**config.mk**
```make
export PLATFORM = sky130hd
export DESIGN_NAME = keyword_lexer_top
export DESIGN_NICKNAME = d
export VERILOG_FILES = /design/src/sv/kwl_pkg.sv /design/src/sv/keyword_lexer_top.sv /design/src/sv/kwl_front.sv /design/src/sv/kwl_queue.sv /design/src/sv/kwl_back.sv
export SDC_FILE = /design/constraint.sdc
export NUM_CORES = 1
export LEC_CHECK = 0
export ABC_AREA = 1
export ABC_CLOCK_PERIOD_IN_PS = 5050
export BUFFER_PORTS_ARGS = -buffer_cell sky130_fd_sc_hd__buf_2
export CAP_MARGIN = 20
export CELL_PAD_IN_SITES_DETAIL_PLACEMENT = 2
export CELL_PAD_IN_SITES_GLOBAL_PLACEMENT = 2
export CORE_MARGIN = 4
export CORE_UTILIZATION = 25
export CTS_CLUSTER_SIZE = 28
export DETAILED_ROUTE_END_ITERATION = 8
export PLACE_DENSITY = 0.64
export SETUP_SLACK_MARGIN = 0.5
export SLEW_MARGIN = 20
export SYNTH_ARGS = -nofsm -noshare
export SYNTH_HDL_FRONTEND = slang
export SYNTH_SLANG_ARGS = --single-unit
export TNS_END_PERCENT = 10
```
**constraint.sdc**
```tcl
create_clock -name clk -period 5.05 [get_ports clk]
set_clock_uncertainty 0.2 [all_clocks]
set_input_delay 0.505 -clock clk [delete_from_list [all_inputs] [get_ports clk]]
set_output_delay 0.505 -clock clk [all_outputs]
set_load 0.005 [all_outputs]
```
**src/sv/kwl_pkg.sv**
```systemverilog
`timescale 1ns / 1ps

package kwl_pkg;

  // Defaults for the top-level parameters.
  localparam int KWL_KEYWORD_MAX_LEN = 8;
  localparam int KWL_POSITION_BITS   = 16;

  // Depth of the queue between the front and the back.
  localparam int QUEUE_DEPTH = 4;

  // Result kinds.
  localparam logic [1:0] RT_BYTE  = 2'd0;
  localparam logic [1:0] RT_TOKEN = 2'd1;
  localparam logic [1:0] RT_END   = 2'd2;
  localparam logic [1:0] RT_ERROR = 2'd3;

  // Token codes above the single-character range.
  localparam int          KW_BASE        = 256;
  localparam int          KW_COUNT       = 35;
  localparam int          KW_RETURN_IDX  = 22;
  localparam int          KW_CMP_LEN     = 7;
  localparam logic [8:0]  TK_GTE         = 9'd291;
  localparam logic [8:0]  TK_LTE         = 9'd292;
  localparam logic [8:0]  TK_NEQ         = 9'd293;
  localparam logic [8:0]  TK_ASSIGN_MOD  = 9'd294;
  localparam logic [8:0]  TK_ASSIGN_AND  = 9'd295;
  localparam logic [8:0]  TK_ASSIGN_MUL  = 9'd296;
  localparam logic [8:0]  TK_ASSIGN_SUB  = 9'd297;
  localparam logic [8:0]  TK_ASSIGN_ADD  = 9'd298;
  localparam logic [8:0]  TK_ASSIGN_DIV  = 9'd299;
  localparam logic [8:0]  TK_ASSIGN_OR   = 9'd300;
  localparam logic [8:0]  TK_RSHASSIGN   = 9'd301;
  localparam logic [8:0]  TK_LSHASSIGN   = 9'd302;
  localparam logic [8:0]  TK_MODASSIGN   = 9'd303;
  localparam logic [8:0]  TK_CRETURN     = 9'd304;
  localparam logic [8:0]  TK_STRING      = 9'd305;
  localparam logic [8:0]  TK_CONSTANT    = 9'd306;
  localparam logic [8:0]  TK_HEX         = 9'd307;
  localparam logic [8:0]  TK_CHARCONST   = 9'd308;
  localparam logic [8:0]  TK_IDENT       = 9'd309;

  // Keyword text, right-justified, first character highest.
  localparam logic [8*KW_CMP_LEN-1:0] KW_TEXT [KW_COUNT] = '{
    "AND", "OR", "ARRAY", "POINTER", "BYTE", "CARD", "INT", "TYPE", "DO",
    "OD", "IF", "ELSEIF", "ELSE", "FI", "FOR", "TO", "STEP", "WHILE", "UNTIL",
    "EXIT", "PROC", "FUNC", "RETURN", "BEGIN", "END", "MODULE", "LSH", "RSH",
    "MOD", "THEN", "CHAR", "DEFINE", "XOR", "LONG", "INCLUDE"
  };
  localparam int KW_LEN [KW_COUNT] = '{
    3, 2, 5, 7, 4, 4, 3, 4, 2,
    2, 2, 6, 4, 2, 3, 2, 4, 5, 5,
    4, 4, 4, 6, 5, 3, 6, 3, 3,
    3, 4, 4, 6, 3, 4, 7
  };

  // Scanner modes.
  typedef enum logic [3:0] {
    M_IDLE,
    M_SLASH,
    M_COMMENT,
    M_CMP,
    M_EQ1,
    M_EQ2,
    M_COLLECT,
    M_STRING,
    M_DEC,
    M_HEX,
    M_QUOTE,
    M_QEND,
    M_WORD
  } mode_t;

  // One character as it travels from the front to the back.
  typedef struct packed {
    logic [7:0]  ch;
    logic        eoi;
    logic        cond;
    logic [15:0] line;
    logic [15:0] column;
  } item_t;

  // One result item.
  typedef struct packed {
    logic [1:0]  rtype;
    logic [8:0]  code;
    logic [7:0]  lexeme;
    logic [15:0] line;
    logic [15:0] column;
    logic        last;
  } result_t;

  function automatic logic [7:0] upcase(input logic [7:0] c);
    return (c >= "a" && c <= "z") ? c - 8'd32 : c;
  endfunction

  function automatic logic is_digit(input logic [7:0] c);
    return c >= "0" && c <= "9";
  endfunction

  function automatic logic is_xdigit(input logic [7:0] c);
    return is_digit(c) || (c >= "a" && c <= "f") || (c >= "A" && c <= "F");
  endfunction

  function automatic logic is_symbol(input logic [7:0] c);
    return (c >= "a" && c <= "z") || (c >= "A" && c <= "Z") || is_digit(c) || c == "_";
  endfunction

  // Keyword lookup over the first characters of a short word.
  function automatic logic [8:0] kw_code(input logic [KW_CMP_LEN-1:0][7:0] w,
                                         input logic [2:0] n, input logic cond);
    logic [8:0] code;
    logic       hit;
    code = TK_IDENT;
    for (int i = 0; i < KW_COUNT; i++) begin
      hit = (int'(n) == KW_LEN[i]);
      for (int k = 0; k < KW_CMP_LEN; k++) begin
        if (k < KW_LEN[i]) begin
          hit = hit && (w[k] == KW_TEXT[i][(KW_LEN[i] - 1 - k) * 8 +: 8]);
        end
      end
      if (hit) begin
        code = (i == KW_RETURN_IDX && cond) ? TK_CRETURN : 9'(KW_BASE + i);
      end
    end
    return code;
  endfunction

endpackage

```
**src/sv/keyword_lexer_top.sv**
```systemverilog
`timescale 1ns / 1ps

// Character-at-a-time lexical scanner. Each input transfer carries one source
// byte (or an end marker on tlast) and produces zero to eight result transfers:
// in scan order, with tlast on the final result of that character. A front
// stage counts line and column and writes characters into a four-entry queue;
// the back scanner takes one character per cycle while the output accepts
// results, and holds a character while it produces each additional result or
// re-examines held characters, as after a failed ==xyz guess. The output side
// is registered, so input keeps flowing while a result waits. No clearing pass
// is needed after reset.
module keyword_lexer_top #(
  parameter int KEYWORD_MAX_LEN = kwl_pkg::KWL_KEYWORD_MAX_LEN,
  parameter int POSITION_BITS   = kwl_pkg::KWL_POSITION_BITS
) (
  input  logic        clk,
  input  logic        rst,
  input  logic        s_axis_tvalid,
  output logic        s_axis_tready,
  input  logic [7:0]  s_axis_tdata,  // [7:0] ch
  input  logic        s_axis_tlast,  // end_of_input
  input  logic        s_axis_tuser,  // in_conditional
  output logic        m_axis_tvalid,
  input  logic        m_axis_tready,
  output logic [55:0] m_axis_tdata,  // [8:0] token_code, [16:9] lexeme_byte,
                                     // [32:17] line, [48:33] column, rest zero
  output logic        m_axis_tlast,  // last_of_step
  output logic [1:0]  m_axis_tuser   // [1:0] result_type
);
  import kwl_pkg::*;

  logic    q_full, q_push, q_pop, q_head_valid;
  item_t   q_item, q_head;
  result_t res;

  kwl_front #(.POSITION_BITS(POSITION_BITS)) u_front (
    .clk      (clk),
    .rst      (rst),
    .in_valid (s_axis_tvalid),
    .in_ready (s_axis_tready),
    .in_ch    (s_axis_tdata),
    .in_eoi   (s_axis_tlast),
    .in_cond  (s_axis_tuser),
    .q_full   (q_full),
    .q_push   (q_push),
    .q_item   (q_item)
  );

  kwl_queue u_queue (
    .clk        (clk),
    .rst        (rst),
    .push       (q_push),
    .push_item  (q_item),
    .full       (q_full),
    .pop        (q_pop),
    .head_valid (q_head_valid),
    .head_item  (q_head)
  );

  kwl_back #(.KEYWORD_MAX_LEN(KEYWORD_MAX_LEN)) u_back (
    .clk        (clk),
    .rst        (rst),
    .head_valid (q_head_valid),
    .head_item  (q_head),
    .pop        (q_pop),
    .res_valid  (m_axis_tvalid),
    .res_ready  (m_axis_tready),
    .res        (res)
  );

  // Pack the result onto the stream.
  assign m_axis_tdata = {7'd0, res.column, res.line, res.lexeme, res.code};
  assign m_axis_tlast = res.last;
  assign m_axis_tuser = res.rtype;

  // End and error results always close the results of their character.
  a_end_is_last: assert property (@(posedge clk) disable iff (rst)
    m_axis_tvalid && (m_axis_tuser == RT_END || m_axis_tuser == RT_ERROR) |-> m_axis_tlast)
    else $error("end or error result without last flag");

  // Lexeme results never carry a token code, token results never carry a byte.
  a_field_clean: assert property (@(posedge clk) disable iff (rst)
    m_axis_tvalid |-> (m_axis_tuser == RT_BYTE ? m_axis_tdata[8:0] == '0
                                               : m_axis_tdata[16:9] == '0))
    else $error("result carries a stray field");

  // The queue never takes a character while it is full.
  a_queue_no_overflow: assert property (@(posedge clk) disable iff (rst)
    q_full |-> !q_push)
    else $error("queue written while full");

endmodule

```
**src/sv/kwl_front.sv**
```systemverilog
`timescale 1ns / 1ps

module kwl_front #(
  parameter int POSITION_BITS = kwl_pkg::KWL_POSITION_BITS
) (
  input  logic               clk,
  input  logic               rst,
  input  logic               in_valid,
  output logic               in_ready,
  input  logic [7:0]         in_ch,
  input  logic               in_eoi,
  input  logic               in_cond,
  input  logic               q_full,
  output logic               q_push,
  output kwl_pkg::item_t     q_item
);
  import kwl_pkg::*;

  localparam logic [POSITION_BITS-1:0] POS_MAX = '1;

  logic [POSITION_BITS-1:0] line_cnt, line_cnt_next;
  logic [POSITION_BITS-1:0] col_cnt, col_cnt_next;

  assign in_ready = !q_full;
  assign q_push   = in_valid && !q_full;

  // Every arriving character is counted once; the end marker is not.
  always_comb begin
    line_cnt_next = line_cnt;
    col_cnt_next  = col_cnt;
    if (!in_eoi) begin
      if (in_ch == 8'h0A) begin
        if (line_cnt != POS_MAX) line_cnt_next = line_cnt + 1'b1;
        col_cnt_next = '0;
      end else if (col_cnt != POS_MAX) begin
        col_cnt_next = col_cnt + 1'b1;
      end
    end
  end

  always_comb begin
    q_item.ch     = in_ch;
    q_item.eoi    = in_eoi;
    q_item.cond   = in_cond;
    q_item.line   = 16'(line_cnt_next);
    q_item.column = 16'(col_cnt_next);
  end

  always_ff @(posedge clk) begin
    if (rst) begin
      line_cnt <= POSITION_BITS'(1);
      col_cnt  <= '0;
    end else if (q_push) begin
      line_cnt <= line_cnt_next;
      col_cnt  <= col_cnt_next;
    end
  end

endmodule

```
**src/sv/kwl_queue.sv**
```systemverilog
`timescale 1ns / 1ps

module kwl_queue (
  input  logic           clk,
  input  logic           rst,
  input  logic           push,
  input  kwl_pkg::item_t push_item,
  output logic           full,
  input  logic           pop,
  output logic           head_valid,
  output kwl_pkg::item_t head_item
);
  import kwl_pkg::*;

  localparam int PW = $clog2(QUEUE_DEPTH);

  item_t         slots [QUEUE_DEPTH];
  logic [PW-1:0] wr_ptr, rd_ptr;
  logic [PW:0]   count;

  assign full       = (count == (PW+1)'(QUEUE_DEPTH));
  assign head_valid = (count != '0);
  assign head_item  = slots[rd_ptr];

  // Storage is written at the tail only.
  always_ff @(posedge clk) begin
    if (push) slots[wr_ptr] <= push_item;
  end

  always_ff @(posedge clk) begin
    if (rst) begin
      wr_ptr <= '0;
      rd_ptr <= '0;
      count  <= '0;
    end else begin
      if (push) wr_ptr <= wr_ptr + 1'b1;
      if (pop) rd_ptr <= rd_ptr + 1'b1;
      if (push && !pop) count <= count + 1'b1;
      else if (pop && !push) count <= count - 1'b1;
    end
  end

endmodule

```
**src/sv/kwl_back.sv**
```systemverilog
`timescale 1ns / 1ps

module kwl_back #(
  parameter int KEYWORD_MAX_LEN = kwl_pkg::KWL_KEYWORD_MAX_LEN
) (
  input  logic             clk,
  input  logic             rst,
  input  logic             head_valid,
  input  kwl_pkg::item_t   head_item,
  output logic             pop,
  output logic             res_valid,
  input  logic             res_ready,
  output kwl_pkg::result_t res
);
  import kwl_pkg::*;

  localparam int WLW = $clog2(KEYWORD_MAX_LEN + 2);
  localparam int WIW = $clog2(KEYWORD_MAX_LEN);

  // Current character and rescan buffer.
  logic        busy;
  item_t       cur;
  logic        rescanning;
  logic [7:0]  rq [3];
  logic [1:0]  rcnt, ridx;

  // Scanner state.
  mode_t       mode, mode_next;
  logic [7:0]  word_chars [KEYWORD_MAX_LEN];
  logic [WLW-1:0] word_len, word_len_next;
  logic [7:0]  la0, la0_next, la1, la1_next;
  logic [1:0]  la_cnt, la_cnt_next;
  logic [7:0]  first_op, first_op_next;

  // Result hold and output registers.
  logic        hold_valid, hold_final;
  result_t     hold;
  logic        out_valid;
  result_t     out_res;

  // Step signals.
  logic [7:0]  ec;
  logic        eeoi;
  logic        emit;
  logic [1:0]  e_type;
  logic [8:0]  e_code;
  logic [7:0]  e_byte;
  logic        consumed;
  logic        w_app;
  logic [WLW-1:0] w_base;
  logic        rs_start;
  logic [1:0]  rs_cnt;
  logic [7:0]  rs_c2;
  logic        kw_short;
  logic [KW_CMP_LEN-1:0][7:0] kw_word;
  logic [8:0]  word_code;
  logic        out_free, hold_moves, step, fin;

  assign ec   = rescanning ? rq[ridx] : cur.ch;
  assign eeoi = !rescanning && cur.eoi;

  // Keyword check on the collected, upper-cased word.
  always_comb begin
    for (int k = 0; k < KW_CMP_LEN; k++) kw_word[k] = word_chars[k];
  end
  assign kw_short  = (word_len < WLW'(KW_CMP_LEN + 1));
  assign word_code = kw_short ? kw_code(kw_word, word_len[2:0], cur.cond) : TK_IDENT;

  // One scanner step on the effective character: at most one result.
  always_comb begin
    mode_next     = mode;
    emit          = 1'b0;
    e_type        = RT_TOKEN;
    e_code        = '0;
    e_byte        = '0;
    consumed      = 1'b1;
    w_app         = 1'b0;
    w_base        = word_len;
    la0_next      = la0;
    la1_next      = la1;
    la_cnt_next   = la_cnt;
    first_op_next = first_op;
    rs_start      = 1'b0;
    rs_cnt        = 2'd0;
    rs_c2         = ec;
    unique case (mode)
      M_IDLE: begin
        if (eeoi) begin
          emit   = 1'b1;
          e_type = RT_END;
        end else begin
          priority case (ec)
            " ", 8'h09, 8'h0A, 8'h0D: ;
            "/":  mode_next = M_SLASH;
            ";":  mode_next = M_COMMENT;
            "+", "-", "*", "^", "[", "]", "(", ")", "%", "&", "|", ",", "@", ".": begin
              emit   = 1'b1;
              e_code = {1'b0, ec};
            end
            "<", ">": begin
              first_op_next = ec;
              mode_next     = M_CMP;
            end
            "=":   mode_next = M_EQ1;
            8'h22: mode_next = M_STRING;
            "$":   mode_next = M_HEX;
            8'h27: mode_next = M_QUOTE;
            default: begin
              emit   = 1'b1;
              e_type = RT_BYTE;
              e_byte = ec;
              if (is_digit(ec)) begin
                mode_next = M_DEC;
              end else begin
                w_app     = 1'b1;
                w_base    = '0;
                mode_next = M_WORD;
              end
            end
          endcase
        end
      end
      M_SLASH: begin
        if (!eeoi && ec == "/") begin
          mode_next = M_COMMENT;
        end else begin
          emit      = 1'b1;
          e_code    = {1'b0, 8'h2F};
          mode_next = M_IDLE;
          consumed  = 1'b0;
        end
      end
      M_COMMENT: begin
        if (eeoi) begin
          emit      = 1'b1;
          e_type    = RT_ERROR;
          mode_next = M_IDLE;
        end else if (ec == 8'h0A) begin
          mode_next = M_IDLE;
        end
      end
      M_CMP: begin
        mode_next = M_IDLE;
        emit      = 1'b1;
        if (!eeoi && ec == "=") begin
          e_code = (first_op == ">") ? TK_GTE : TK_LTE;
        end else if (!eeoi && first_op == "<" && ec == ">") begin
          e_code = TK_NEQ;
        end else begin
          e_code   = {1'b0, first_op};
          consumed = 1'b0;
        end
      end
      M_EQ1: begin
        if (!eeoi && ec == "=") begin
          mode_next = M_EQ2;
        end else begin
          emit      = 1'b1;
          e_code    = {1'b0, 8'h3D};
          mode_next = M_IDLE;
          consumed  = 1'b0;
        end
      end
      M_EQ2: begin
        if (eeoi) begin
          emit      = 1'b1;
          e_code    = {1'b0, 8'h3D};
          mode_next = M_IDLE;
          consumed  = 1'b0;
        end else begin
          emit      = 1'b1;
          mode_next = M_IDLE;
          priority case (ec)
            "%": e_code = TK_ASSIGN_MOD;
            "&": e_code = TK_ASSIGN_AND;
            "*": e_code = TK_ASSIGN_MUL;
            "-": e_code = TK_ASSIGN_SUB;
            "+": e_code = TK_ASSIGN_ADD;
            "/": e_code = TK_ASSIGN_DIV;
            "|": e_code = TK_ASSIGN_OR;
            default: begin
              emit        = 1'b0;
              la0_next    = ec;
              la_cnt_next = 2'd1;
              mode_next   = M_COLLECT;
            end
          endcase
        end
      end
      M_COLLECT: begin
        if (!eeoi) begin
          if (la_cnt == 2'd0) begin
            la0_next    = ec;
            la_cnt_next = 2'd1;
          end else if (la_cnt == 2'd1) begin
            la1_next    = ec;
            la_cnt_next = 2'd2;
          end else begin
            // Third character decides between a shift or modulo assignment
            // and a failed guess that is scanned again.
            la_cnt_next = 2'd0;
            mode_next   = M_IDLE;
            emit        = 1'b1;
            if (upcase(la0) == "R" && upcase(la1) == "S" && upcase(ec) == "H") begin
              e_code = TK_RSHASSIGN;
            end else if (upcase(la0) == "L" && upcase(la1) == "S" && upcase(ec) == "H") begin
              e_code = TK_LSHASSIGN;
            end else if (upcase(la0) == "M" && upcase(la1) == "O" && upcase(ec) == "D") begin
              e_code = TK_MODASSIGN;
            end else begin
              e_code   = {1'b0, 8'h3D};
              rs_start = 1'b1;
              rs_cnt   = 2'd3;
              consumed = 1'b0;
            end
          end
        end else begin
          // End of input with a partial guess: emit the equals sign and scan
          // the held characters before the end marker.
          emit        = 1'b1;
          e_code      = {1'b0, 8'h3D};
          la_cnt_next = 2'd0;
          mode_next   = M_IDLE;
          consumed    = 1'b0;
          rs_start    = (la_cnt != 2'd0);
          rs_cnt      = la_cnt;
        end
      end
      M_STRING: begin
        emit = 1'b1;
        if (eeoi) begin
          e_type    = RT_ERROR;
          mode_next = M_IDLE;
        end else if (ec == 8'h22) begin
          e_code    = TK_STRING;
          mode_next = M_IDLE;
        end else begin
          e_type = RT_BYTE;
          e_byte = ec;
        end
      end
      M_DEC: begin
        emit = 1'b1;
        if (!eeoi && is_digit(ec)) begin
          e_type = RT_BYTE;
          e_byte = ec;
        end else begin
          e_code    = TK_CONSTANT;
          mode_next = M_IDLE;
          consumed  = 1'b0;
        end
      end
      M_HEX: begin
        emit = 1'b1;
        if (!eeoi && is_xdigit(ec)) begin
          e_type = RT_BYTE;
          e_byte = ec;
        end else begin
          e_code    = TK_HEX;
          mode_next = M_IDLE;
          consumed  = 1'b0;
        end
      end
      M_QUOTE: begin
        emit = 1'b1;
        if (eeoi) begin
          e_type    = RT_ERROR;
          mode_next = M_IDLE;
        end else begin
          e_type    = RT_BYTE;
          e_byte    = ec;
          mode_next = M_QEND;
          consumed  = 1'b0;
        end
      end
      M_QEND: begin
        emit      = 1'b1;
        e_code    = TK_CHARCONST;
        mode_next = M_IDLE;
      end
      M_WORD: begin
        emit = 1'b1;
        if (!eeoi && is_symbol(ec)) begin
          e_type = RT_BYTE;
          e_byte = ec;
          w_app  = 1'b1;
        end else begin
          e_code    = word_code;
          mode_next = M_IDLE;
          consumed  = 1'b0;
        end
      end
      default: begin
        mode_next = M_IDLE;
        consumed  = 1'b0;
      end
    endcase
  end

  // Word length grows to one past the keyword limit and then stops.
  always_comb begin
    word_len_next = word_len;
    if (w_app && w_base <= WLW'(KEYWORD_MAX_LEN)) word_len_next = w_base + 1'b1;
  end

  // Flow control: the hold register keeps the newest result until it is
  // known whether it is the last one of its character.
  assign out_free   = !out_valid || res_ready;
  assign hold_moves = hold_valid && out_free && (hold_final || (busy && emit));
  assign step       = busy && (!emit || !hold_valid || hold_moves);
  assign fin        = step && consumed &&
                      (rescanning ? (ridx == rcnt - 2'd1 && !cur.eoi) : 1'b1);
  assign pop        = head_valid && (!busy || fin);

  assign res_valid = out_valid;
  assign res       = out_res;

  // Word buffer holds only the first characters of a word.
  always_ff @(posedge clk) begin
    if (step && w_app && w_base < WLW'(KEYWORD_MAX_LEN)) begin
      word_chars[w_base[WIW-1:0]] <= upcase(ec);
    end
  end

  // Payload registers.
  always_ff @(posedge clk) begin
    if (pop) cur <= head_item;
    if (step && rs_start) begin
      rq[0] <= la0;
      rq[1] <= la1;
      rq[2] <= rs_c2;
      rcnt  <= rs_cnt;
    end
    if (step) begin
      la0      <= la0_next;
      la1      <= la1_next;
      first_op <= first_op_next;
    end
    if (step && emit) begin
      hold.rtype  <= e_type;
      hold.code   <= e_code;
      hold.lexeme <= e_byte;
      hold.line   <= cur.line;
      hold.column <= cur.column;
      hold.last   <= 1'b0;
    end
    // The last flag is the lowest bit of a result.
    if (hold_moves) out_res <= {hold[$bits(result_t)-1:1], hold_final};
  end

  // Control registers.
  always_ff @(posedge clk) begin
    if (rst) begin
      busy       <= 1'b0;
      rescanning <= 1'b0;
      ridx       <= '0;
      mode       <= M_IDLE;
      word_len   <= '0;
      la_cnt     <= '0;
      hold_valid <= 1'b0;
      hold_final <= 1'b0;
      out_valid  <= 1'b0;
    end else begin
      if (pop) busy <= 1'b1;
      else if (fin) busy <= 1'b0;

      if (step) begin
        mode     <= mode_next;
        word_len <= word_len_next;
        la_cnt   <= la_cnt_next;
        if (rs_start) begin
          rescanning <= 1'b1;
          ridx       <= '0;
        end else if (rescanning && consumed) begin
          if (ridx == rcnt - 2'd1) rescanning <= 1'b0;
          else ridx <= ridx + 1'b1;
        end
      end

      if (hold_moves) out_valid <= 1'b1;
      else if (res_ready) out_valid <= 1'b0;

      if (step && emit) begin
        hold_valid <= 1'b1;
        hold_final <= fin;
      end else begin
        if (hold_moves) hold_valid <= 1'b0;
        if (step && fin && hold_valid && !hold_final) hold_final <= 1'b1;
      end
    end
  end

endmodule

```
==> flow_metrics.tcl, run 1 <==
set metrics [dict create \
    comb_power_share 0.272 \
    drive_gt1_frac 0.140 \
    synth_top_area_share 0.579 \
    synth_edf_count 419 \
    slowest_stage "dfxtp_4" \
    worstSetupPathType "reg2reg" \
    drt_iter0_drc 837 \
    cts_buffer_depth 3 \
    synthTopCellsByCount "edfxtp_1 (419), inv_1 (296), nor2_1 (293), nand2_1 (267), o21ai_0 (169)" \
    async_flop_share 0 \
    cp.arrival_ns 4.67 \
    p_total_mw 13.9 \
    p_clk_frac 0.303 \
    synth-main-ff-cell "edfxtp_1" \
    detail_route.first_pass.iterations 5 \
    htree_levels 2 \
    status "completed" \
    min_path_type "in2reg" \
    yosysSeqAreaShare 0.633 \
    fmax_mhz 230 \
    synth.cell_area_um2 21700 \
    crit_buf_inv 5 \
    worst_ep_required_time_ns 5.36 \
    peakVddDrop_mv 0.285 \
    worst_pin_slew_ns 1.09 \
    relSlewSlack 0.253 \
    slowest_delay_ns 0.38 \
    wire_per_inst_um 22.3 \
    clock-root-buffer "clkbuf_16" \
    yosys-top-cells-area "edfxtp_1 (58%), dfxtp_1 (5.3%), inv_1 (5.1%)" \
    row_count 107 \
    yosysWarnings 0 \
    clock_latency_ns 0.65 \
    io_pins 75 \
    swShare 0.351 \
    path_delay_family "simple AND/OR/NAND/NOR gates" \
    grt_antenna_before_repair 3 \
    die_y_um 303 \
    die_area_um2 91700 \
    area.growth.synth_to_final_pct 19.4 \
    routed_wl_um 77300 \
    syn_inst 2133 \
    synth.avg_cell_area_um2 10.2 \
    report.final.hold_viol_count 0 \
    final-setup-viol-count 0 \
    cp_common_cell "nand2_1" \
    finalMaxSlewViolations 0 \
    clock_sinks 477 \
    rsz0062_at_grt "no" \
    yosysTopAreaCell "edfxtp_1" \
    path_clk_slew_ns 0.06 \
    maxCapViolCount 0 \
    grt_use_total 0.167 \
    p_int_mw 9.03 \
    critPathMaxFanout 9 \
    leakagePower_nw 9.70 \
    start_util 0.253 \
    hpwl_um 56300 \
    start_kind "flip-flop" \
    place.gp.congestion 0.919 \
    yosys_register_bits 477 \
    ant_nets 0 \
    grt_start_max_net_pins 88 \
    grt_overflow 0 \
    seqPwrFrac 0.425 \
    die_w_um 303 \
    ys_types 64 \
    power_density_nw_per_um2 537 \
    yosysMostFrequentCell "edfxtp_1" \
    fin_tns_setup_ns 0 \
    first_global_vias 18100 \
    finalCritPeriodShare 0.863 \
    cts_buffers 54 \
    period_minus_slack_ns 4.36 \
    grt_pass1_wl_um 115000 \
    end_kind "flip-flop" \
    layout.nets 2302 \
    net-switching-power_mw 4.88 \
    via_per_inst 4.73 \
    vias 16400 \
    drc 0 \
    io_buffer_count 67 \
    cts_tree "yes" \
    core_area_um2 85700 \
]
[layer usage]
metal / global-route usage / share of wire / wire (µm) / vias up
met5: 0 / 0 / 0 / -
met4: 0.0506 / 0.029 / 2240 / 0
met3: 0.0243 / 0.030 / 2350 / 101
met2: 0.302 / 0.51 / 39100 / 224
met1: 0.205 / 0.43 / 33600 / 8374
li1: - / - / - / 7675
[registers in the layout, indices dropped and copies added, names as in the netlist, 3 cells and up, named ones only]
register and count:
u_back.first_op 8, u_back.la1 8, u_back.res 52, u_back.cur 42, u_front.line_cnt 16, u_back.la0 8
u_back.mode 4, u_queue.slots 168, u_back.rq 24, u_queue.count 3, u_back.word_len 4, u_front.col_cnt 16
u_back.hold 51, u_back.word_chars 56
[path summary, 6_finish.rpt]
path,from,endpoint,slack [ns],cells past startpoint
worst max-delay path,u_back.rescanning$_SDFFE_PP0P_,u_queue.count[2]$_SDFFE_PP0P_,0.69,28
worst min-delay path,m_axis_tready,u_back.res_valid$_SDFFE_PP0P_,0.08,4
worst max register to register,u_back.rescanning$_SDFFE_PP0P_,u_queue.count[2]$_SDFFE_PP0P_,0.69,28
worst min register to register,u_back.hold[18]$_DFFE_PP_,u_back.res[18]$_DFFE_PP_,0.21,0
[layout by cell type, fill, tap and decap left out, drive strengths merged, types with 7 or more instances in the layout]
| cell | synthesis | layout |
|---|---|---|
| edfxtp | 419 | 419 |
| inv | 312 | 314 |
| nor2 | 306 | 307 |
| nand2 | 292 | 292 |
| o21ai | 174 | 174 |
| buf | 16 | 123 |
| nand3 | 120 | 120 |
| a21oi | 88 | 88 |
| nor3 | 82 | 82 |
| clkbuf | 42 | 66 |
| dfxtp | 58 | 58 |
| nand4 | 52 | 52 |
| o22ai | 47 | 47 |
| nor4 | 27 | 27 |
| clkinv | 1 | 20 |
| ha | 15 | 15 |
| xor2 | 13 | 13 |
| a31oi | 12 | 12 |
| bufinv | 0 | 10 |
| dlygate4sd3 | 0 | 10 |
| conb | 1 | 7 |
[timing repair]
item                                   in CTS  in global routing
hold buffers                               10                  0
gates resized for setup                     6                 41
pin swaps                                   0                  9
cloned                                      0                  2
setup endpoints to repair                  30                 93
endpoints found under the hold margin      40                  0
buffers inserted                            2                 14
[layout make-up]
| class | instances | area (µm²) |
|---|---|---|
| Inverter | 313 | 1200 |
| Tap cell | 1144 | 1430 |
| Clock inverter | 36 | 504 |
| Timing Repair Buffer | 133 | 893 |
| Antenna cell | 1 | 2.50 |
| Sequential cell | 477 | 13800 |
| Clock buffer | 66 | 1430 |
| Timing Repair inverter | 1 | 7.51 |
| Multi-Input combinational cell | 1292 | 6700 |
| Fill cell | 9428 | 59800 |
[through the flow]
stage / util / hold WS (ns) / instances / setup slack (ns) / cell area, µm²
after detailed placement: 0.275 / 0.206 / 3332 / 0.320 / 23600
after global placement: 0.275 / 0.202 / 3332 / 0.463 / 23600
after global routing: 0.303 / 0.0765 / 3463 / 0.467 / 25900
after CTS: 0.300 / 0.0507 / 3446 / 0.481 / 25700
final: 0.303 / 0.0783 / 3463 / 0.693 / 25900
after floorplan: - / 0.200 / 2139 / 1.18 / 21700
[kinds of logic (layout without fill, tap and decap cells)]
| logic type | Yosys count | in the layout | share of synthesized area |
|---|---|---|---|
| xor+xnor | 15 | 15 | 0.00605 |
| flops | 477 | 477 | 0.633 |
| simple gates | 895 | 896 | 0.190 |
| buf+inv | 371 | 549 | 0.0673 |
| other cells | 1 | 8 | 0.000173 |
| fa+ha+maj | 16 | 16 | 0.00956 |
| compound gates | 358 | 358 | 0.0945 |
[power by group through the flow]
stage,clock network [mW],logic [mW],registers (mW)
6_report,4.21,3.79,5.91
5_1_grt,4.52,4.17,5.99
3_5_place_dp,0,3.67,6.00
2_1_floorplan,0,2.15,5.81
4_1_cts,4.34,3.72,5.93
3_3_place_gp,0,3.56,5.96
[worst register-to-register path: cells and delay by family, from the launching register on]
| family | cells | cell delay [ns] |
|---|---|---|
| AO/OA/AOI/OAI | 4 | 0.61 |
| adder cells (fa/ha/maj) | 2 | 0.39 |
| buffers and inverters | 5 | 0.61 |
| flip-flops | 1 | 0.38 |
| AND/OR/NAND/NOR | 17 | 2.04 |
Power figures use the tool's default switching activity.
==> inputs of run 2 (changes only) <==
- CORE_MARGIN: 4 -> default
==> run 2 against run 1 <==
  * Via count increased by 0.49%
  * Clock-buffer cell count decreased by 4
  * Non-clock buffer count increased by 3
  * Utilization decreased by 0.051 points
  * Routed wire length decreased by 0.73%
  * First-iteration DRC count decreased by 0.24%
  * Power decreased by 1.7%
  * Sequential cell count unchanged
  * Clock power decreased by 4.8%
  * Fmax increased by 3.3%
  * Critical path type unchanged
  * Highest routed layer unchanged
==> flow_metrics.tcl, run 2 (synthesis gave the netlist of run 1 again) <==
set metrics [dict create \
    io_buffer_count 67 \
    leakagePower_nw 9.68 \
    dp_slack_ns 0.372 \
    cts_buffer_depth 3 \
    n_fill_cell 9306 \
    r2r-start "u_back.rescanning$_SDFFE_PP0P_" \
    drc 0 \
    min_path_type "in2reg" \
    hold_end "u_front.col_cnt[12]$_SDFFE_PP0P_" \
    first_global_vias 18300 \
    grt_pass1_wl_um 116000 \
    reg2reg_slack_ns 0.83 \
    layout.nets 2303 \
    maxCapViolCount 0 \
    grtUsageMet3 0.0173 \
    area.growth.synth_to_final_pct 19.0 \
    io_pins 75 \
    path_cells "clkinvlp_4 -> buf_4 -> a21oi_1 -> nand2_1 -> nand2_4 -> inv_6 -> ha_1 -> inv_1 -> nor2_1 -> nand2_1 -> nand3_1 -> nand2_1 -> nand2_1 -> inv_1 -> nor2_1 -> nand3_1 -> nand3_1 -> nand2_1 -> nand3_1 -> a21oi_2 -> nand4_1 -> a21oi_1" \
    detail_route.first_pass.iterations 4 \
    largest_reg_flops 168 \
    clock-root-buffer "clkbuf_16" \
    hpwl_um 55900 \
    worst_pin_slew_ns 1.19 \
    fin_tns_setup_ns 0 \
    start_util 0.254 \
    fmax_mhz 237 \
    end_kind "flip-flop" \
    place.gp.congestion 0.903 \
    grt_use_total 0.173 \
    clock_sinks 477 \
    hp-start "rst" \
    slowest_stage "dfxtp_4" \
    final_cell_mix "edfxtp_1 (419), inv_1 (292), nor2_1 (282)" \
    grtUsageMet2 0.318 \
    cp.arrival_ns 4.49 \
    htree_levels 2 \
    top_usage_layer "met2" \
    setup_slack_ns 0.833 \
    grt_antenna_before_repair 1 \
    peakVddDrop_mv 0.293 \
    ant_nets 0 \
    worst_ep_required_time_ns 5.33 \
    finalMaxSlewViolations 0 \
    grt_overflow 0 \
    wire_per_inst_um 22.2 \
    gr-usage-met1 0.212 \
    slowest_delay_ns 0.38 \
    clock_latency_ns 0.65 \
    antenna_cells 0 \
    period_minus_slack_ns 4.22 \
    report.final.hold_viol_count 0 \
    start_kind "flip-flop" \
    relSlewSlack 0.205 \
    largest-register "u_queue.slots" \
    final-setup-viol-count 0 \
    via_per_inst 4.75 \
    rsz0062_at_grt "no" \
    net-switching-power_mw 4.87 \
    drive_gt1_frac 0.140 \
    path_clk_slew_ns 0.06 \
    die_y_um 297 \
    seqPwrFrac 0.429 \
    core_area_um2 85500 \
    drt_iter0_drc 835 \
    whs_path_depth 2 \
    finalCritPeriodShare 0.835 \
    status "completed" \
    cp_common_cell "nand2_1" \
    die_w_um 297 \
    p_int_mw 8.80 \
    cts_tree "yes" \
    row_count 107 \
    worstSetupPathType "reg2reg" \
    cts_buffers 54 \
    die_area_um2 88100 \
    comb_power_share 0.277 \
    swShare 0.356 \
    final_common_cell "edfxtp_1" \
    critPathMaxFanout 9 \
    power_density_nw_per_um2 529 \
    p_clk_frac 0.294 \
    grt_start_max_net_pins 88 \
    vias 16500 \
    routed_wl_um 76700 \
    reg2reg_depth 22 \
]
==> run 2: per-stage QoR <==
stage / cells / utilization / hold WS [ns] / instance area, µm² / total power, mW
floorplan: 2139 / - / 0.200 / 21700 / 7.96
global placement: 3332 / 0.276 / 0.204 / 23600 / 9.49
detailed placement: 3332 / 0.276 / 0.205 / 23600 / 9.68
CTS: 3446 / 0.299 / 0.137 / 25600 / 13.8
global route: 3462 / 0.302 / 0.180 / 25800 / 14.4
finish: 3462 / 0.302 / 0.171 / 25800 / 13.7
==> run 2: power by group through the flow <==
stage          combinational (mW)  sequential (mW)  clock, mW
2_1_floorplan                2.15             5.81          0
3_3_place_gp                 3.56             5.92          0
3_5_place_dp                 3.72             5.96          0
4_1_cts                      3.76             5.89       4.15
5_1_grt                      4.17             5.95       4.27
6_report                     3.79             5.87       4.01
==> run 2: area by class of cell <==
cell class	instances	area, µm²	share of cell area
clock buffer	62	1420	0.0550
clock inverter	39	407	0.0157
inverter	313	1200	0.0466
multi-input combinational	1291	6660	0.258
sequential	477	13800	0.532
tap	1144	1430	0.0554
timing repair buffer	136	956	0.0370
==> run 2: critical path: cells and delay by family (launching register included) <==
| family | cells | cell delay [ns] |
|---|---|---|
| buf+inv | 5 | 0.68 |
| simple gates | 13 | 1.78 |
| compound gates | 3 | 0.83 |
| fa+ha+maj | 1 | 0.18 |
| flops | 1 | 0.38 |
==> run 2: timing repair <==
action,4_1_cts,5_1_grt
pin swaps,0,10
gates resized for setup,4,38
cloned,0,0
setup endpoints to repair,4,104
endpoints found under the hold margin,41,0
hold buffers,11,0
setup buffers,2,16
==> run 2: worst max-delay path by stage <==
stage	from	to	slack (ns)	cells past startpoint
floorplan	flip-flop	u_back.rcnt[0]$_SDFFCE_PN0P_	1.18	21
global placement	u_back.rescanning$_SDFFE_PP0P_	u_queue.count[2]$_SDFFE_PP0P_	0.57	27
detailed placement	u_back.rescanning$_SDFFE_PP0P_	u_queue.count[2]$_SDFFE_PP0P_	0.37	30
CTS	flip-flop	u_queue.count[2]$_SDFFE_PP0P_	0.52	30
global route	flip-flop	u_queue.count[2]$_SDFFE_PP0P_	0.50	28
finish	u_back.rescanning$_SDFFE_PP0P_	flip-flop	0.83	22
==> run 2: metal layers <==
layer  vias to the layer above  part of all wire
met5                         -                 0
met1                      8472              0.43
met3                        95             0.024
met2                       222              0.52
li1                       7666                 -
met4                         0             0.023
